[src/rtl/sfls_pkg.sv]
// Types, constants and helper functions of the sampling fault supervisor.
`timescale 1ns / 1ps

package sfls_pkg;

    localparam int S_TDATA_W  = 32;
    localparam int M_TDATA_W  = 80;
    localparam int CFG_IDX_W  = 3;
    localparam int CFG_DATA_W = 8;

    typedef enum logic [1:0] {
        KIND_SAMPLE_OK   = 2'd0,
        KIND_SAMPLE_FAIL = 2'd1,
        KIND_TAKE        = 2'd2,
        KIND_COMMIT      = 2'd3
    } kind_t;

    typedef enum logic [2:0] {
        ACT_NONE    = 3'd0,
        ACT_ENTER   = 3'd1,
        ACT_RECOVER = 3'd2,
        ACT_SHUTOFF = 3'd3,
        ACT_RETRY   = 3'd4
    } action_t;

    typedef enum logic [CFG_IDX_W-1:0] {
        REG_FAIL_LIMIT    = 3'd0,
        REG_RETRY_LIMIT   = 3'd1,
        REG_RECOVER_LIMIT = 3'd2,
        REG_AUTO_RECOVER  = 3'd3,
        REG_SHUTOFF_CODE  = 3'd4,
        REG_SHUTOFF_STAGE = 3'd5
    } reg_idx_t;

    localparam logic [7:0] FAIL_LIMIT_RST    = 8'd3;
    localparam logic [7:0] RETRY_LIMIT_RST   = 8'd3;
    localparam logic [7:0] RECOVER_LIMIT_RST = 8'd10;
    localparam logic       AUTO_RECOVER_RST  = 1'b0;
    localparam logic [7:0] SHUTOFF_CODE_RST  = 8'd1;
    localparam logic [7:0] SHUTOFF_STAGE_RST = 8'd1;

    localparam logic [7:0]  NONE_CODE = 8'd0;
    localparam logic [7:0]  SAT8_MAX  = 8'd255;
    localparam logic [15:0] SAT16_MAX = 16'd65535;

    typedef struct packed {
        logic [7:0] fail_limit;
        logic [7:0] retry_limit;
        logic [7:0] recover_limit;
        logic       auto_recover;
        logic [7:0] shutoff_code;
        logic [7:0] shutoff_stage;
    } cfg_t;

    typedef struct packed {
        logic [7:0] err_code;
        logic [7:0] err_stage;
        logic [7:0] shutoff_status;
    } item_t;

    typedef struct packed {
        logic        latched;
        logic        request;
        logic        done;
        logic        gave_up;
        logic [7:0]  fail_streak;
        logic [7:0]  success_streak;
        logic [7:0]  retries;
        logic [15:0] sample_total;
        logic [15:0] shutoff_total;
        logic [7:0]  code;
        logic [7:0]  stage;
    } state_t;

    function automatic logic [7:0] sat_inc8(input logic [7:0] v);
        return (v < SAT8_MAX) ? v + 8'd1 : v;
    endfunction

    function automatic logic [15:0] sat_inc16(input logic [15:0] v);
        return (v < SAT16_MAX) ? v + 16'd1 : v;
    endfunction

endpackage

[src/rtl/sfls_update.sv]
// Next-state and action logic of the supervisor for one event.
`timescale 1ns / 1ps

module sfls_update (
    input  sfls_pkg::cfg_t    cfg,
    input  sfls_pkg::state_t  cur,
    input  sfls_pkg::kind_t   kind,
    input  sfls_pkg::item_t   item,
    output sfls_pkg::state_t  nxt,
    output sfls_pkg::action_t action
);
    import sfls_pkg::*;

    logic [7:0] fs_inc;
    logic [7:0] ss_inc;
    logic [7:0] retry_inc;

    assign fs_inc    = sat_inc8(cur.fail_streak);
    assign ss_inc    = sat_inc8(cur.success_streak);
    assign retry_inc = sat_inc8(cur.retries);

    always_comb begin
        nxt    = cur;
        action = ACT_NONE;
        unique case (kind)
            KIND_SAMPLE_OK: begin
                nxt.fail_streak    = 8'd0;
                nxt.success_streak = ss_inc;
                if (cfg.auto_recover && cur.latched && cur.done &&
                    (ss_inc >= cfg.recover_limit)) begin
                    nxt.latched        = 1'b0;
                    nxt.request        = 1'b0;
                    nxt.done           = 1'b0;
                    nxt.retries        = 8'd0;
                    nxt.gave_up        = 1'b0;
                    nxt.code           = NONE_CODE;
                    nxt.stage          = NONE_CODE;
                    nxt.success_streak = 8'd0;
                    action             = ACT_RECOVER;
                end
            end
            KIND_SAMPLE_FAIL: begin
                nxt.fail_streak    = fs_inc;
                nxt.success_streak = 8'd0;
                nxt.sample_total   = sat_inc16(cur.sample_total);
                nxt.code           = item.err_code;
                nxt.stage          = item.err_stage;
                if ((fs_inc >= cfg.fail_limit) && !cur.latched) begin
                    nxt.latched = 1'b1;
                    nxt.request = 1'b1;
                    nxt.done    = 1'b0;
                    nxt.retries = 8'd0;
                    nxt.gave_up = 1'b0;
                    action      = ACT_ENTER;
                end
            end
            KIND_TAKE: begin
                if (cur.latched && cur.request && !cur.done) begin
                    nxt.request = 1'b0;
                    action      = ACT_SHUTOFF;
                end
            end
            KIND_COMMIT: begin
                if (item.shutoff_status == 8'd0) begin
                    nxt.done    = 1'b1;
                    nxt.request = 1'b0;
                    nxt.gave_up = 1'b0;
                end else begin
                    nxt.done          = 1'b0;
                    nxt.retries       = retry_inc;
                    nxt.shutoff_total = sat_inc16(cur.shutoff_total);
                    nxt.code          = cfg.shutoff_code;
                    nxt.stage         = cfg.shutoff_stage;
                    if (retry_inc < cfg.retry_limit) begin
                        nxt.request = 1'b1;
                        action      = ACT_RETRY;
                    end else begin
                        nxt.gave_up = 1'b1;
                        nxt.request = 1'b0;
                    end
                end
            end
            default: begin
                nxt    = cur;
                action = ACT_NONE;
            end
        endcase
    end

endmodule

[src/rtl/sample_fault_latch_shutoff_retry_unit.sv]
// Top level of the battery-monitor sampling fault supervisor.
`timescale 1ns / 1ps

// The supervisor takes one event item per clock cycle and returns one result
// item for each, in the cycle after the item is accepted; throughput is one item
// per cycle for as long as the result side keeps taking items. That figure is
// set by the combinational update of the supervisor state register, which
// holds the fault latch, the shutoff request, the streak and lifetime
// counters and the recorded code and stage. The event kind travels in
// s_tuser, the action of the result in m_tuser. Each result carries the state
// as it stands after its event. A stalled result blocks the input only until
// it is taken: the next item is accepted in the same cycle in which the held
// result leaves. Configuration is written through a plain write port and
// should be changed only while no result is outstanding.

module sample_fault_latch_shutoff_retry_unit (
    input  logic                                aclk,
    input  logic                                aresetn,
    // Configuration write port.
    input  logic                                cfg_wr_en,
    input  logic [sfls_pkg::CFG_IDX_W-1:0]      cfg_index,
    input  logic [sfls_pkg::CFG_DATA_W-1:0]     cfg_wdata,
    // Event items.
    input  logic                                s_tvalid,
    output logic                                s_tready,
    // s_tdata, from bit 0 up: err_code[7:0], err_stage[15:8],
    // driver_return[23:16], shutoff_status[31:24].
    input  logic [sfls_pkg::S_TDATA_W-1:0]      s_tdata,
    // s_tuser: kind[1:0].
    input  logic [1:0]                          s_tuser,
    // Result items.
    output logic                                m_tvalid,
    input  logic                                m_tready,
    // m_tdata, from bit 0 up: fault_flag[0], pending_flag[1], done_flag[2],
    // gave_up_flag[3], fail_streak[11:4], success_streak[19:12],
    // retries[27:20], sample_fail_total[43:28], shutoff_fail_total[59:44],
    // recorded_code[67:60], recorded_stage[75:68], zero fill[79:76].
    output logic [sfls_pkg::M_TDATA_W-1:0]      m_tdata,
    // m_tuser: action[2:0].
    output logic [2:0]                          m_tuser
);
    import sfls_pkg::*;

    cfg_t    cfg_reg;
    state_t  state_reg;
    state_t  state_next;
    action_t action_next;
    item_t   item;
    kind_t   kind;
    logic    accept;

    logic                 m_tvalid_reg;
    logic [M_TDATA_W-1:0] m_tdata_reg;
    action_t              m_tuser_reg;

    // The driver return value is carried on the bus but never reported, so
    // only the fields that affect a result are taken from the item.
    assign item.err_code       = s_tdata[7:0];
    assign item.err_stage      = s_tdata[15:8];
    assign item.shutoff_status = s_tdata[31:24];
    assign kind                = kind_t'(s_tuser);

    // The output register is free when empty or being emptied this cycle.
    assign s_tready = !m_tvalid_reg || m_tready;
    assign accept   = s_tvalid && s_tready;

    sfls_update u_update (
        .cfg    (cfg_reg),
        .cur    (state_reg),
        .kind   (kind),
        .item   (item),
        .nxt    (state_next),
        .action (action_next)
    );

    // Configuration registers; indexes beyond the list are ignored.
    always_ff @(posedge aclk) begin
        if (!aresetn) begin
            cfg_reg.fail_limit    <= FAIL_LIMIT_RST;
            cfg_reg.retry_limit   <= RETRY_LIMIT_RST;
            cfg_reg.recover_limit <= RECOVER_LIMIT_RST;
            cfg_reg.auto_recover  <= AUTO_RECOVER_RST;
            cfg_reg.shutoff_code  <= SHUTOFF_CODE_RST;
            cfg_reg.shutoff_stage <= SHUTOFF_STAGE_RST;
        end else if (cfg_wr_en) begin
            unique case (reg_idx_t'(cfg_index))
                REG_FAIL_LIMIT:    cfg_reg.fail_limit    <= cfg_wdata;
                REG_RETRY_LIMIT:   cfg_reg.retry_limit   <= cfg_wdata;
                REG_RECOVER_LIMIT: cfg_reg.recover_limit <= cfg_wdata;
                REG_AUTO_RECOVER:  cfg_reg.auto_recover  <= cfg_wdata[0];
                REG_SHUTOFF_CODE:  cfg_reg.shutoff_code  <= cfg_wdata;
                REG_SHUTOFF_STAGE: cfg_reg.shutoff_stage <= cfg_wdata;
                default: begin
                end
            endcase
        end
    end

    // Supervisor state advances once per accepted item.
    always_ff @(posedge aclk) begin
        if (!aresetn) begin
            state_reg <= '0;
        end else if (accept) begin
            state_reg <= state_next;
        end
    end

    // Result register: loaded with the post-event state and the action.
    always_ff @(posedge aclk) begin
        if (!aresetn) begin
            m_tvalid_reg <= 1'b0;
        end else if (accept) begin
            m_tvalid_reg <= 1'b1;
        end else if (m_tready) begin
            m_tvalid_reg <= 1'b0;
        end
    end

    always_ff @(posedge aclk) begin
        if (accept) begin
            m_tuser_reg <= action_next;
            m_tdata_reg <= {4'd0,
                            state_next.stage,
                            state_next.code,
                            state_next.shutoff_total,
                            state_next.sample_total,
                            state_next.retries,
                            state_next.success_streak,
                            state_next.fail_streak,
                            state_next.gave_up,
                            state_next.done,
                            state_next.request,
                            state_next.latched};
        end
    end

    assign m_tvalid = m_tvalid_reg;
    assign m_tdata  = m_tdata_reg;
    assign m_tuser  = m_tuser_reg;

endmodule

[config.mk]
export PLATFORM = sky130hd
export DESIGN_NAME = sample_fault_latch_shutoff_retry_unit
export DESIGN_NICKNAME = d
export VERILOG_FILES = /design/src/rtl/sfls_pkg.sv /design/src/rtl/sfls_update.sv /design/src/rtl/sample_fault_latch_shutoff_retry_unit.sv
export SDC_FILE = /design/constraint.sdc
export NUM_CORES = 1
export LEC_CHECK = 0
export ABC_CLOCK_PERIOD_IN_PS = 4500
export BUFFER_PORTS_ARGS = -buffer_cell sky130_fd_sc_hd__buf_4
export CORE_ASPECT_RATIO = 1.2
export CORE_UTILIZATION = 58
export DETAILED_ROUTE_END_ITERATION = 10
export GPL_TIMING_DRIVEN = 0
export PLACE_DENSITY = 0.9
export SYNTH_ARGS = -nofsm -noshare
export SYNTH_HDL_FRONTEND = slang
export SYNTH_HIERARCHICAL = 1
export SYNTH_SLANG_ARGS = --single-unit
[constraint.sdc]
create_clock -name aclk -period 4.5 [get_ports aclk]
set_input_delay 0.225 -clock aclk [delete_from_list [all_inputs] [get_ports aclk]]
set_output_delay 0.225 -clock aclk [all_outputs]
set_load 0.01 [all_outputs]
# [Word-level counts from Yosys, hierarchy flattened]
# Index checks and enable logic that the tools add are counted.
# W data, S select, Z words.
[word_totals] register_bits=197 latchBits=0 ramBits=0 mem_bits_ro=0 in_bits=50 n_memories=0
[op_classes] addsub=5 mul=0 div_mod_pow=0 order_cmp=8 n_eq_ne=8 n_shift=0 muxes=32 bitwise=0 reduce_logical=21
[ops] operator="$mux W16" count=6
[ops] operator="$pmux W16 S3" count=1
[ops] operator="$mux W8" count=5
[ops] operator="$add A16 B1 Y16 const B" count=2
[ops] operator="$lt A16 B16 Y1 const B" count=2
[ops] operator="$mux W32" count=1
[ops] operator="$pmux W16 S2" count=1
[ops] operator="$add A8 B1 Y8 const B" count=3
[ops] operator="$lt A8 B8 Y1 const B" count=3
[ops] operator="$pmux W8 S3" count=1
[ops] operator="$ge A8 B8 Y1" count=2
[ops] operator="$pmux W3 S4" count=1
[ops] operator="$reduce_and A2 Y1" count=6
[ops] operator="$mux W3" count=3
[ops] operator="$logic_not A8 Y1" count=1
[ops] operator="$lt A8 B8 Y1" count=1
[ops] operator="$mux W4" count=2
[ops] operator="$logic_and A1 B1 Y1" count=7
[ops] operator="$eq A3 B2 Y1 const B" count=2
[ops] operator="$eq A3 B3 Y1 const B" count=2
[ops] operator="$mux W1" count=6
[ops] operator="$pmux W2 S3" count=1
[ops] operator="$eq A2 B2 Y1 const B" count=2
[ops] operator="$mux W2" count=2
[ops] operator="other kinds (9)" count=11

# [Longest topological paths before layout]
# Gate-level depths: netlist of run 1.
[depth] depth_word=6 depth_mapped=16

# [Modules after synthesis]
# The synthesis of run 1 kept the hierarchy.
[by_module_without_submodules] module="sample_fault_latch_shutoff_retry_unit" instances=1 cells_each=570 area_each_um2=6906.6 seq_area_each_um2=4734.5
[by_module_without_submodules] module="sfls_update" instances=1 cells_each=403 area_each_um2=2590.0 seq_area_each_um2=0.0

# [Worst setup path after synthesis of run 1]
# No wires, ideal clock.
[synth_timing] kind="register -> register" startpoint="register state_reg[64] (netlist name)" endpoint="register m_tdata_reg[2] (netlist: m_tdata[2]), data pin" arrival_time_ns=3.094 path_slack_ns=1.123 stages_incl_launch_ff=14 path_cell_list="dfxtp_1 -> ha_1 -> and2_1 -> clkbuf_1 -> nand4_1 -> nand2b_1 -> or2_2 -> xnor2_1 -> ha_1 -> nand4_1 -> or3_1 -> a31o_2 -> a22oi_2 -> o22ai_1"
[synth_rtl] item="from (decl)" line_no="sample_fault_latch_shutoff_retry_unit.sv:45" source="state_t state_reg;"
[synth_rtl] item="from (signal assigned)" line_no="sample_fault_latch_shutoff_retry_unit.sv:104" source="state_reg <= state_next;"
[synth_rtl] item="to (signal assigned)" line_no="sample_fault_latch_shutoff_retry_unit.sv:122" source="m_tdata_reg <= {4'd0,"
[synth_rtl] item="to (decl)" line_no="sample_fault_latch_shutoff_retry_unit.sv:53" source="logic [M_TDATA_W-1:0] m_tdata_reg;"

==> results of run 1 <==
[metal layers]
metal / share of wire [%] / routed length [um] / vias to the layer above / GRT usage, %
met1: 38 / 8906 / 3781 / 31.40
met4: 3.6 / 845 / 0 / 15.06
met2: 52 / 12080 / 351 / 50.69
met5: 0 / 0 / - / 0
met3: 6.7 / 1571 / 71 / 5.529
li1: - / - / 3744 / -
[area by class of cell]
cell class / instances / share of cell area [%]
inverters: 55 / 1.827
repair buffers: 120 / 8.151
clock inverters: 14 / 1.562
clock buffers: 18 / 3.799
multi-input cells: 666 / 37.68
plain buffers: 58 / 2.769
well taps: 208 / 2.304
flip-flops and latches: 197 / 41.91
[logic make-up (layout without fill, tap and decap cells)]
| family | after synthesis | after routing | share of synthesized area, % |
|---|---|---|---|
| buffers and inverters | 113 | 265 | 5.441 |
| AOI/OAI and AO/OA | 149 | 149 | 10.67 |
| other | 1 | 4 | 0.03949 |
| muxes | 93 | 93 | 9.908 |
| xor gates and xnor gates | 29 | 29 | 2.675 |
| DFF | 197 | 197 | 49.86 |
| and+or+nand+nor | 363 | 363 | 17.72 |
| adders and majority gates | 28 | 28 | 3.689 |
[power breakdown]
group / leakage (uW) / switching [uW] / internal [uW]
clock: 0.000280 / 678 / 880
sequential: 0.00175 / 27.0 / 1920
combinational: 0.00256 / 209 / 146
total: 0.00459 / 914 / 2940
[worst min-delay path: cells and delay by family]
kind / cells / cell delay (ns)
multiplexers: 1 / 0.05
AND/OR/NAND/NOR: 1 / 0.05
buffers and inverters: 1 / 0.09
[synthesized netlist by cell type, drive strengths merged (2+ instances only)]
| cell type | n | area share [%] |
|---|---|---|
| nand4 | 14 | 0.92 |
| a21o | 3 | 0.24 |
| xnor2 | 24 | 2.2 |
| mux2 | 8 | 0.95 |
| o21a | 11 | 0.87 |
| buf | 23 | 1.9 |
| clkbuf | 35 | 1.4 |
| and4 | 4 | 0.37 |
| edfxtp | 79 | 25 |
| nand3 | 59 | 3.3 |
| inv | 54 | 2.1 |
| nor2b | 6 | 0.40 |
| nand2 | 204 | 8.1 |
| a21oi | 29 | 1.6 |
| nor3 | 10 | 0.65 |
| ha | 28 | 3.7 |
| a22oi | 3 | 0.29 |
| nand4b | 2 | 0.18 |
| a21boi | 2 | 0.16 |
| or3 | 3 | 0.20 |
| o22ai | 2 | 0.13 |
| mux2i | 85 | 9.0 |
| nor4 | 5 | 0.33 |
| o21bai | 3 | 0.24 |
| or2 | 2 | 0.13 |
| a41o | 2 | 0.21 |
| a222oi | 16 | 1.7 |
| o21ai | 48 | 2.8 |
| a41oi | 2 | 0.18 |
| nand2b | 9 | 0.59 |
| a31oi | 10 | 0.66 |
| a22o | 9 | 0.83 |
| dfxtp | 118 | 25 |
| nor2 | 23 | 0.91 |
| and3 | 13 | 0.86 |
| and2 | 4 | 0.26 |
| xor2 | 5 | 0.46 |
| nand4bb | 3 | 0.36 |
[cell usage in the layout, fill, tap and decap left out, types with 5 or more instances in the layout]
master      netlist  layout
edfxtp_1         79      79
a31oi_1          10      10
nor3_1            9       9
ha_1             28      28
a222oi_1         16      16
buf_2             9       8
xor2_1            5       5
nand2b_1          9       9
nand4_1          14      14
nor4_1            5       5
mux2i_1          85      85
inv_1            54      54
buf_6             5       5
o21ai_2           6       6
mux2_2            8       8
nor2_1           23      23
xnor2_1          24      24
a21oi_1          27      27
clkbuf_1         34      35
clkinvlp_4        0       5
buf_4             7     127
o21ai_0          42      42
and3_1           13      13
dfxtp_1         118     118
nand3_1          55      55
o21a_1           11      11
clkbuf_16         0      17
nand2_1         204     204
nor2b_1           6       6
a22o_1            9       9
[through the flow]
| step | worst slack (ns) | instance area (um2) | hold slack, ns | total power [uW] | utilization, % |
|---|---|---|---|---|---|
| 3_5_place_dp | 0.5202 | 10690 | 0.4482 | 2331 | 67.55 |
| 3_3_place_gp | 0.6123 | 10660 | 0.4407 | 2319 | 67.36 |
| 6_report | 0.4308 | 11300 | 0.01122 | 3856 | 71.38 |
| 5_1_grt | 0.2357 | 11300 | 0.004827 | 3965 | 71.38 |
| 4_1_cts | 0.4948 | 11300 | 0.002088 | 3866 | 71.38 |
| 2_1_floorplan | 1.123 | 9508 | 0.3501 | 2173 | - |
[worst max-delay path by stage]
stage                                 endpoint  slack [ns]  depth (start not counted)
floorplan                 m_tdata[2]$_DFFE_PP_        1.12                         13
global placement         m_tdata[21]$_DFFE_PP_        0.61                         13
detailed placement  state_reg[73]$_SDFFE_PN0P_        0.52                         15
CTS                 state_reg[73]$_SDFFE_PN0P_        0.49                         15
global route        state_reg[49]$_SDFFE_PN0P_        0.24                         15
finish              state_reg[73]$_SDFFE_PN0P_        0.43                         15
==> implementation parameters, run 1 <==
Parameter                              Value

Cells and area
  Share of final-layout standard cells stronger than drive strength 1 ... about 17%
  Area used by sequential logic in the layout ... about 4700 um2
  Layout overhead on the synthesized area ... 18.96%
  Number of nets in the finished design ... approximately 1200
  Post-route non-filler standard cell count ... between 1000 and 1500
  Area of the multi-input gates ... ~4300 um2
  Number of diodes ... 0
  Total of fill cells in the finished design ... between 1000 and 1500

Global routing
  Wire length of the first global-routing pass ... 36860 um
  Via count of the first global-routing pass ... between 7000 and 8000
  Number of antenna violations at the first check in global routing ... 0
  Largest net degree at the start of global routing ... 73
  GRT Util Overall ... around 28%
  Global route overflow ... 0

Pwr
  Power per unit of standard cell area ... approximately 340 nW/um2
  Peak VDD IR ... about 0.25 mV
  Leakage dissipation ... 0.004591 uW

CTS
  Clk root buf ... clkbuf_16
  Latest clock arrival within the worst-skew pair ... 0.44 ns
  H-tree levels ... 4
  Clock transition at the register clock pins on the worst setup and hold paths after CTS ... roughly 0.07 ns
  Hold buffer count at CTS ... 0
  TritonCTS Buffers ... 17
  Quantity of gates resized following cts ... 0
  Buffers from clock root to sink, at most ... 2
  Buffers inserted by post-CTS timing repair ... 0
  Clock tree from TritonCTS ... yes
  Clock sinks ... 197

Outcome
  Outcome ... completed

Floorplan
  Standard cell core area ... around 16000 um2
  Initial core utilization ... 60.00%
  Total I/O pin count ... approximately 140
  Width of the die ... ~120 um
  Chip Height ... roughly 140 um
  FP Rows ... 50
  Area of the die ... roughly 17000 um2

Synth
  Post-synth EDFFs ... a little under 80
  Cell area after synthesis ... roughly 9500 um2
  Mean area per synthesized cell ... 9.760 um2
  Part of the Yosys area used for sequential elements ... 49.86%
  Async set-or-reset flop fraction in the synthesized netlist ... 0%
  Cell variety after synth ... 62
  Post-synthesis instance total ... 973
  Flops & latches, synth ... just under 200
  Primary FF master, synth ... dfxtp_1
  Number of warning messages in the yosys log ... 6

Drt
  First-pass iteration count of the detailed router ... 9
  Vias ... roughly 8000
  Remaining antenna violation count ... 0
  Final wirelength ... approximately 23000 um
  First-iteration detailed-routing DRC count ... ~900
  Detail-routed net length per standard cell ... around 18 um
  Number of vias per cell ... about 5.9
  Remaining routing DRC violations ... 0

Job
  Max capacitance violation total ... 0

STA
  Min Tclk post-route ... 4.069 ns
  Final Max Tran Viols ... 0
  Maximum operating frequency ... approximately 250 MHz
  Relative max-transition margin ... roughly 40%
  Worst Max-Slew Pin Slew ... ~0.89 ns
  Clk_skew ... about 0.0099 ns
  Final hold violation count ... 0
  Setup repair after global routing missed its margin ... false
  Portion of the clock cycle consumed by the worst path in the final layout ... between 90 and 100%
  Post-Route Setup TNS ... 0 ns
  Total of endpoints with negative setup slack in the final report ... 0

Critical path
  Reg2Reg Capture Point ... state_reg[73]$_SDFFE_PN0P_
  Sum of buffers and inverters on the critical path ... 1
  Slowest cell on the critical path ... dfxtp_1
  Biggest fanout along the worst timing path ... 10
  Startpoint-to-endpoint class of the critical path ... reg2reg
  Launch point of the worst path ... state_reg[64]$_SDFFE_PN0P_
  CP startpoint kind ... register
  Arrival time of data at the critical path endpoint ... ~4.4 ns
  Logic depth of the worst register-to-register path ... 15
  Critical register-to-register path startpoint ... state_reg[64]$_SDFFE_PN0P_
  Required time at the endpoint of the critical path ... between 4 and 5 ns
  Cell-by-cell listing of the critical path ... ha_1, and2_1, clkbuf_1, nand4_1, nand2b_1, or2_2, xnor2_1, ha_1, nand4_1, or3_1, a31o_2, a22oi_2, o22ai_1, nand2_1, mux2i_1
  Slowest cell delay on critical path ... between 0.4 and 0.5 ns
  Register-to-register setup slack ... around 0.43 ns
  Crit path capture type ... register
  CP delay by family, top ... simple AND/OR/NAND/NOR gates

Min path
  Hold Path Stages ... 3
  Hold endpoint ... cfg_reg[20]$_SDFFE_PN1P_
  Min-Delay Startpoint ... cfg_wdata[3]
  Hold WC Path Type ... in2reg

Placement
  Routability Congestion ... 0.8714
  IO Port Bufs ... 119
  Placed insts ... 1304
  HPWL after detailed placement ... roughly 16000 um
No activity file was read; power rests on OpenSTA's default activity.
==> inputs of run 2 (changes only) <==
--- a/config.mk
+++ b/config.mk
@@ -5,13 +5,14 @@
 export SDC_FILE = /design/constraint.sdc
 export NUM_CORES = 1
 export LEC_CHECK = 0
+export ABC_AREA = 1
 export ABC_CLOCK_PERIOD_IN_PS = 4500
 export BUFFER_PORTS_ARGS = -buffer_cell sky130_fd_sc_hd__buf_4
 export CORE_ASPECT_RATIO = 1.2
 export CORE_UTILIZATION = 58
 export DETAILED_ROUTE_END_ITERATION = 10
 export GPL_TIMING_DRIVEN = 0
-export PLACE_DENSITY = 0.9
+export PLACE_DENSITY = 0.89
 export SYNTH_ARGS = -nofsm -noshare
 export SYNTH_HDL_FRONTEND = slang
 export SYNTH_HIERARCHICAL = 1
==> implementation parameters, run 2 <==
Parameter                              Value

STA
  Relative max-transition margin ... 54.87% (was 40.35%)
  Final Max Tran Viols ... 0 (unchanged)
  Final hold violation count ... 0 (unchanged)
  Post-Route Setup TNS ... 0 ns (unchanged)
  Setup WS post-layout ... 0.8789 ns (was 0.4308 ns)
  Setup repair after global routing missed its margin ... false (unchanged)
  Maximum operating frequency ... 276.2 MHz (was 245.8 MHz)
  Min Tclk post-route ... 3.621 ns (was 4.069 ns)
  Worst Max-Slew Pin Slew ... 0.6770 ns (was 0.8915 ns)
  Clk_skew ... 0.008081 ns (was 0.009887 ns)
  Total of endpoints with negative setup slack in the final report ... 0 (unchanged)
  Portion of the clock cycle consumed by the worst path in the final layout ... 80.47% (was 90.43%)

Critical path
  Slowest cell on the critical path ... dfxtp_1 (unchanged)
  Startpoint-to-endpoint class of the critical path ... reg2reg (unchanged)
  CP delay by family, top ... simple AND/OR/NAND/NOR gates (unchanged)
  Arrival time of data at the critical path endpoint ... 3.96 ns (was 4.38 ns)
  Register-to-register setup slack ... 0.88 ns (was 0.43 ns)
  Library cell appearing most often on the critical path ... nand2_1
  Crit path capture type ... register (unchanged)
  Biggest fanout along the worst timing path ... 10 (unchanged)
  CP startpoint kind ... register (unchanged)
  Required time at the endpoint of the critical path ... 4.84 ns (was 4.81 ns)
  Slowest cell delay on critical path ... 0.39 ns (was 0.47 ns)
  Critical register-to-register path startpoint ... state_reg[56]$_SDFFE_PN0P_ (was state_reg[64]$_SDFFE_PN0P_)
  Sum of buffers and inverters on the critical path ... 2 (was 1)
  Cell-by-cell listing of the critical path ... ha_1, nand3_1, nor3_2, nand2_1, nand4_1, xor2_1, inv_1, ha_1, nand2_1, nor2_1, nand4_1, nand3_1, nand2_1, nand2_1, buf_4, nand3_2, nand2_1, nand2_1, nand3b_1, nand2_1, nor2_1 (was ha_1, and2_1, clkbuf_1, nand4_1, nand2b_1, or2_2, xnor2_1, ha_1, nand4_1, or3_1, a31o_2, a22oi_2, o22ai_1, nand2_1, mux2i_1)
  Reg2Reg Capture Point ... state_reg[73]$_SDFFE_PN0P_ (unchanged)
  Logic depth of the worst register-to-register path ... 21 (was 15)

Drt
  Number of vias per cell ... 5.555 (was 5.948)
  Remaining antenna violation count ... 0 (unchanged)
  First-pass iteration count of the detailed router ... 8 (was 9)
  First-iteration detailed-routing DRC count ... 769 (was 889)
  Final wirelength ... 26000 um (was 23400 um)
  Detail-routed net length per standard cell ... 15.73 um (was 17.52 um)
  Vias ... 9183 (was 7947)
  Remaining routing DRC violations ... 0 (unchanged)

Global routing
  Global route overflow ... 0 (unchanged)
  Wire length of the first global-routing pass ... 41510 um (was 36860 um)
  Number of antenna violations at the first check in global routing ... 0 (unchanged)
  Via count of the first global-routing pass ... 8816 (was 7590)
  Largest net degree at the start of global routing ... 58 (was 73)
  GRT Util Overall ... 29.77% (was 28.16%)

Cells and area
  Commonest non-fill, non-tap cell in the layout ... nand2_1 (unchanged)
  Number of diodes ... 0 (unchanged)
  Total of fill cells in the finished design ... 1311 (was 1147)
  Leading cell types in the layout, fill and taps excluded ... 293 x nand2_1, 266 x nor2_1, 132 x buf_4 (was 204 x nand2_1, 127 x buf_4, 118 x dfxtp_1)
  Number of nets in the finished design ... 1502 (was 1193)
  Share of final-layout standard cells stronger than drive strength 1 ... 15.59% (was 17.46%)
  Post-route non-filler standard cell count ... 1653 (was 1336)
  Layout overhead on the synthesized area ... 17.98% (was 18.96%)
  Utilization after layout ... 70.31% (was 71.38%)

Placement
  Placed insts ... 1620 (was 1304)
  IO Port Bufs ... 118 (was 119)
  HPWL after detailed placement ... 18860 um (was 16290 um)
  Routability Congestion ... 0.9810 (was 0.8714)
  Worst slack at placement ... 0.9917 ns (was 0.5202 ns)

Floorplan
  Chip Height ... 146.4 um (was 142.2 um)
  Width of the die ... 122.4 um (was 118.8 um)
  Total I/O pin count ... 135 (unchanged)
  Initial core utilization ... 59.59% (was 60.00%)
  Standard cell core area ... 16920 um2 (was 15830 um2)
  FP Rows ... 52 (was 50)
  Area of the die ... 17910 um2 (was 16890 um2)

Synth
  Post-synthesis instance total ... 1282 (was 973)
  Leading post-synthesis cells by cell area ... edfxtp_1 24%, dfxtp_1 23%, nand2_1 11%, nor2_1 9.9%, nand3b_1 5.7% (was edfxtp_1 25%, dfxtp_1 25%, mux2i_1 9.0%, nand2_1 8.1%, ha_1 3.7%)
  Number of warning messages in the yosys log ... 6 (unchanged)
  Largest area contributor in the netlist ... edfxtp_1 (unchanged)
  Most numerous cell in the Yosys netlist ... nand2_1 (unchanged)
  Fraction of synthesized cell area taken by the top area cell type ... 23.53% (was 24.98%)
  Post-synth EDFFs ... 79 (unchanged)
  Leading post-synthesis cells by instance count ... 293 x nand2_1, 266 x nor2_1, 118 x dfxtp_1, 110 x inv_1, 79 x edfxtp_1 (was 204 x nand2_1, 118 x dfxtp_1, 85 x mux2i_1, 79 x edfxtp_1, 55 x nand3_1)
  Mean area per synthesized cell ... 7.863 um2 (was 9.760 um2)
  Cell variety after synth ... 42 (was 62)
  Part of the Yosys area used for sequential elements ... 46.97% (was 49.86%)
  Primary FF master, synth ... dfxtp_1 (unchanged)
  Cell area after synthesis ... 10080 um2 (was 9497 um2)
  Flops & latches, synth ... 197 (unchanged)
  Async set-or-reset flop fraction in the synthesized netlist ... 0% (unchanged)

Min path
  Hold Path Stages ... 3 (unchanged)
  Min-Delay Startpoint ... cfg_wdata[0] (was cfg_wdata[3])
  Hold WC Path Type ... in2reg (unchanged)
  Hold endpoint ... cfg_reg[33]$_SDFFE_PN1P_ (was cfg_reg[20]$_SDFFE_PN1P_)

CTS
  Clock sinks ... 197 (unchanged)
  H-tree levels ... 4 (unchanged)
  Clock transition at the register clock pins on the worst setup and hold paths after CTS ... 0.07 ns (about the same)
  Latest clock arrival within the worst-skew pair ... 0.44 ns (about the same)
  Clk root buf ... clkbuf_16 (unchanged)
  Buffers inserted by post-CTS timing repair ... 0 (unchanged)
  TritonCTS Buffers ... 17 (unchanged)
  Buffers from clock root to sink, at most ... 2 (unchanged)
  Clock tree from TritonCTS ... yes (unchanged)

Job
  Max capacitance violation total ... 0 (unchanged)

Outcome
  Outcome ... completed (unchanged)

Pwr
  Peak VDD IR ... 0.2518 mV (was 0.2461 mV)
  Power per unit of standard cell area ... 362.9 nW/um2 (was 341.4 nW/um2)
  Leakage dissipation ... 0.005361 uW (was 0.004591 uW)
-- run 2: changes by cell type in the layout (fill, tap and decap cells not counted), sizes merged, moves of 12 or more --
cell    change
nor2      +254
nand2      +96
mux2i      -85
nand3b     +75
inv        +59
clkbuf     -25
buf        +24
xor2       +19
a222oi     -16
xnor2      -15
nand4      +13
and3       -12
-- run 2: routing by layer --
metal / routed length (um) / global-route usage, % / vias to the layer above
met5: 0 / 0 / -
met2: 13070 / 51.40 / 474
li1: - / - / 4432
met1: 9797 / 33.63 / 4187
met4: 1222 / 17.62 / 0
met3: 1910 / 5.625 / 90
-- run 2: power by group --
group          switching (uW)  internal [uW]
logic                     399            273
clock network             689            878
registers                84.3           1990
total                    1170           3140
-- run 2: worst max path at each step --
stage / from / to / slack [ns] / depth (start not counted)
floorplan: state_reg[56]$_SDFFE_PN0P_ / state_reg[12]$_SDFFE_PN0P_ / 1.71 / 21
global placement: state_reg[56]$_SDFFE_PN0P_ / state_reg[73]$_SDFFE_PN0P_ / 1.11 / 21
detailed placement: state_reg[56]$_SDFFE_PN0P_ / state_reg[73]$_SDFFE_PN0P_ / 0.99 / 21
CTS: state_reg[56]$_SDFFE_PN0P_ / state_reg[73]$_SDFFE_PN0P_ / 0.97 / 21
global route: state_reg[56]$_SDFFE_PN0P_ / state_reg[73]$_SDFFE_PN0P_ / 0.58 / 21
finish: state_reg[56]$_SDFFE_PN0P_ / state_reg[73]$_SDFFE_PN0P_ / 0.88 / 21
-- run 2: area by class of cell --
cell class	count	area (um2)	share of cell area, %
plain buffers	59	305.3	2.567
clock buffers	17	425.4	3.577
clock inverters	15	180.2	1.515
inverters	113	424.2	3.566
multi-input cells	916	4631	38.93
flip-flops and latches	197	4735	39.81
well taps	216	270.3	2.272
repair buffers	120	923.4	7.764
-- run 2: metrics by stage --
stage,hold slack (ns),area [um2],total power (uW)
2_1_floorplan,0.3382,10090,2518
3_3_place_gp,0.4447,11250,2742
3_5_place_dp,0.4427,11280,2772
4_1_cts,0.02085,11890,4320
5_1_grt,0.02617,11890,4482
6_report,0.03203,11890,4316
-- run 2: cell families (layout without fill, tap and decap cells) --
logic type                 Yosys count  after routing  synth area share, %
DFF                                197            197                46.97
muxes                                1              1               0.1117
and+or+nand+nor                    768            768                34.47
buffers and inverters              172            324                7.211
other                                1              4              0.03720
adders and majority gates           28             28                3.475
AOI/OAI and AO/OA                   82             82                4.865
xor gates and xnor gates            33             33                2.867
-- run 2: timing repair --
action,in CTS,in global routing
gates resized for setup,0,0
endpoints found under the hold margin,1,0
hold buffers,1,0
endpoints found under the setup margin,0,0
-- run 2: worst reg2reg max path: stages (launching register included) --
cell and delay (ns):
dfxtp_1 0.39, ha_1 0.22, nand3_1 0.13, nor3_2 0.20, nand2_1 0.21, nand4_1 0.15, xor2_1 0.22, inv_1 0.09
ha_1 0.28, nand2_1 0.06, nor2_1 0.14, nand4_1 0.10, nand3_1 0.15, nand2_1 0.14, nand2_1 0.12, buf_4 0.19
nand3_2 0.19, nand2_1 0.11, nand2_1 0.11, nand3b_1 0.19, nand2_1 0.10, nor2_1 0.04
==> inputs of run 3 (changes only) <==
--- a/config.mk
+++ b/config.mk
@@ -6,13 +6,13 @@
 export NUM_CORES = 1
 export LEC_CHECK = 0
 export ABC_AREA = 1
-export ABC_CLOCK_PERIOD_IN_PS = 4500
+export ABC_CLOCK_PERIOD_IN_PS = 3100
 export BUFFER_PORTS_ARGS = -buffer_cell sky130_fd_sc_hd__buf_4
 export CORE_ASPECT_RATIO = 1.2
-export CORE_UTILIZATION = 58
+export CORE_UTILIZATION = 53
 export DETAILED_ROUTE_END_ITERATION = 10
 export GPL_TIMING_DRIVEN = 0
-export PLACE_DENSITY = 0.89
+export PLACE_DENSITY = 0.86
 export SYNTH_ARGS = -nofsm -noshare
 export SYNTH_HDL_FRONTEND = slang
 export SYNTH_HIERARCHICAL = 1
==> constraint.sdc (replaced) <==
create_clock -name aclk -period 3.1 [get_ports aclk]
set_input_delay 0.155 -clock aclk [delete_from_list [all_inputs] [get_ports aclk]]
set_output_delay 0.155 -clock aclk [all_outputs]
set_load 0.01 [all_outputs]
==> implementation parameters, run 3 (synthesis gave the netlist of run 2 again) <==
Parameter                              Value

Outcome
  Outcome ... finished with violations (was completed)
  Failing checks ... negative setup slack

Min path
  Hold WC Path Type ... in2reg (unchanged)
  Min-Delay Startpoint ... s_tvalid (was cfg_wdata[0])

Cells and area
  Total of fill cells in the finished design ... 1436 (was 1311)
  Number of diodes ... 0 (unchanged)
  Commonest non-fill, non-tap cell in the layout ... nand2_1 (unchanged)
  Area used by sequential logic in the layout ... 4748 um2 (was 4735 um2)
  Leading cell types in the layout, fill and taps excluded ... 271 x nand2_1, 260 x nor2_1, 150 x buf_4 (was 293 x nand2_1, 266 x nor2_1, 132 x buf_4)
  Number of nets in the finished design ... 1528 (was 1502)
  Share of final-layout standard cells stronger than drive strength 1 ... 20.51% (was 15.59%)
  Area of the multi-input gates ... 4905 um2 (was 4631 um2)
  Utilization after layout ... 67.62% (was 70.31%)
  Layout overhead on the synthesized area ... 23.27% (was 17.98%)

Critical path
  Biggest fanout along the worst timing path ... 7 (was 10)
  Arrival time of data at the critical path endpoint ... 3.49 ns (was 3.96 ns)
  Launch point of the worst path ... state_reg[57]$_SDFFE_PN0P_ (was state_reg[56]$_SDFFE_PN0P_)
  Reg2Reg Capture Point ... state_reg[53]$_SDFFE_PN0P_ (was state_reg[73]$_SDFFE_PN0P_)
  Startpoint-to-endpoint class of the critical path ... reg2reg (unchanged)
  Crit path capture type ... register (unchanged)
  Critical register-to-register path startpoint ... state_reg[57]$_SDFFE_PN0P_ (was state_reg[56]$_SDFFE_PN0P_)
  Required time at the endpoint of the critical path ... 3.44 ns (was 4.84 ns)
  Register-to-register setup slack ... -0.05 ns (was 0.88 ns)
  Logic depth of the worst register-to-register path ... 21 (unchanged)
  Capture point of the critical path ... state_reg[53]$_SDFFE_PN0P_ (was state_reg[73]$_SDFFE_PN0P_)
  CP startpoint kind ... register (unchanged)

STA
  Final hold violation count ... 0 (unchanged)
  Worst Max-Slew Pin Slew ... 0.7159 ns (was 0.6770 ns)
  Setup WS post-layout ... -0.05486 ns (was 0.8789 ns)
  Total of endpoints with negative setup slack in the final report ... 13 (was 0)
  Portion of the clock cycle consumed by the worst path in the final layout ... 101.8% (was 80.47%)
  Clk_skew ... 0.009114 ns (was 0.008081 ns)
  Min Tclk post-route ... 3.155 ns (was 3.621 ns)
  Post-Route Setup TNS ... -0.2792 ns (was 0 ns)
  Setup repair after global routing missed its margin ... true (was false)
  Relative max-transition margin ... 52.27% (was 54.87%)
  Final Max Tran Viols ... 0 (unchanged)
  Maximum operating frequency ... 317.0 MHz (was 276.2 MHz)

Floorplan
  Initial core utilization ... 54.85% (was 59.59%)
  Width of the die ... 127.9 um (was 122.4 um)
  FP Rows ... 54 (was 52)
  Total I/O pin count ... 135 (unchanged)
  Standard cell core area ... 18380 um2 (was 16920 um2)
  Area of the die ... 19580 um2 (was 17910 um2)
  Chip Height ... 153.1 um (was 146.4 um)

Drt
  First-pass iteration count of the detailed router ... 6 (was 8)
  Vias ... 9382 (was 9183)
  Remaining antenna violation count ... 0 (unchanged)
  First-iteration detailed-routing DRC count ... 881 (was 769)
  Number of vias per cell ... 5.471 (was 5.555)
  Detail-routed net length per standard cell ... 16.03 um (was 15.73 um)
  Final wirelength ... 27480 um (was 26000 um)
  Remaining routing DRC violations ... 0 (unchanged)

Global routing
  Via count of the first global-routing pass ... 8629 (was 8816)
  Wire length of the first global-routing pass ... 41570 um (was 41510 um)
  GRT Util Overall ... 27.30% (was 29.77%)
  Global route overflow ... 0 (unchanged)
  Largest net degree at the start of global routing ... 58 (unchanged)
  Number of antenna violations at the first check in global routing ... 0 (unchanged)

CTS
  Clock tree from TritonCTS ... yes (unchanged)
  Clk root buf ... clkbuf_16 (unchanged)
  Clock sinks ... 197 (unchanged)
  Latest clock arrival within the worst-skew pair ... 0.44 ns (about the same)
  Clock transition at the register clock pins on the worst setup and hold paths after CTS ... 0.07 ns (about the same)
  Buffers from clock root to sink, at most ... 2 (unchanged)
  TritonCTS Buffers ... 17 (unchanged)
  H-tree levels ... 4 (unchanged)

Pwr
  Leakage dissipation ... 0.005568 uW (was 0.005361 uW)
  Power per unit of standard cell area ... 498.2 nW/um2 (was 362.9 nW/um2)
  Peak VDD IR ... 0.4022 mV (was 0.2518 mV)

Job
  Max capacitance violation total ... 0 (unchanged)

Placement
  Routability Congestion ... 0.9187 (was 0.9810)
  HPWL after detailed placement ... 19020 um (was 18860 um)
  IO Port Bufs ... 118 (unchanged)
## run 3: report_power, final
part,switching [uW],internal [uW]
clock,979,1100
combinational,627,463
sequential,130,2890
total,1740,4460
## run 3: worst max-delay path, stage by stage (launching register included)
cell and delay, ns:
dfxtp_4 0.37, ha_4 0.16, nand3_4 0.09, nor3_4 0.16, nand2_2 0.12, nand4_1 0.11, xor2_1 0.24, inv_1 0.13
ha_4 0.29, nand2_4 0.05, nor2_4 0.10, nand4_1 0.11, nand3_2 0.12, nand2_4 0.10, nand2_8 0.11, buf_8 0.14
nand3_4 0.16, nand2_1 0.12, nand2_1 0.09, nand3b_1 0.17, nand2_1 0.07, nor2_1 0.04
## run 3: repair_timing
item,4_1_cts,5_1_grt
setup endpoints to repair,56,65
endpoints found under the hold margin,8,0
hold buffers,3,0
pin swaps,4,28
gates resized for setup,18,62
cloned,0,2
buffers inserted,3,19
## run 3: how the worst min path moves through the flow
stage / slack [ns] / to / depth (start not counted)
floorplan: 0.27 / cfg_reg[18]$_SDFFE_PN1P_ / 2
global placement: 0.38 / cfg_reg[20]$_SDFFE_PN1P_ / 3
detailed placement: 0.38 / cfg_reg[20]$_SDFFE_PN1P_ / 3
CTS: 0.04 / m_tdata[73]$_DFFE_PP_ / 3
global route: 0.08 / m_tvalid$_SDFFE_PN0P_ / 3
finish: 0.08 / m_tvalid$_SDFFE_PN0P_ / 3
## run 3: per-layer routing
layer	track usage, %	wire [um]
met1	32.26	10680
met4	12.21	984
met2	48.03	13850
met5	0	0
met3	4.760	1969
## run 3: layout make-up
cell class,instances,area share (%)
clock buffer,23,3.846
timing repair buffer,146,9.384
multi-input combinational,916,39.47
sequential,197,38.21
inverter,113,3.413
tap,252,2.537
clock inverter,9,0.5638
buffer,59,2.578
## run 3: through the flow
stage               power [uW]  cells  hold WS (ns)  area (um2)  setup WS, ns
finish                    6191   1715       0.07630       12430      -0.05486
floorplan                 3655   1285        0.2682       10090        0.3119
global route              6436   1715       0.08393       12430       -0.2276
CTS                       6089   1694       0.03684       11980      -0.01194
global placement          3986   1655        0.3758       11290       -0.2918
detailed placement        4028   1656        0.3775       11320       -0.3097
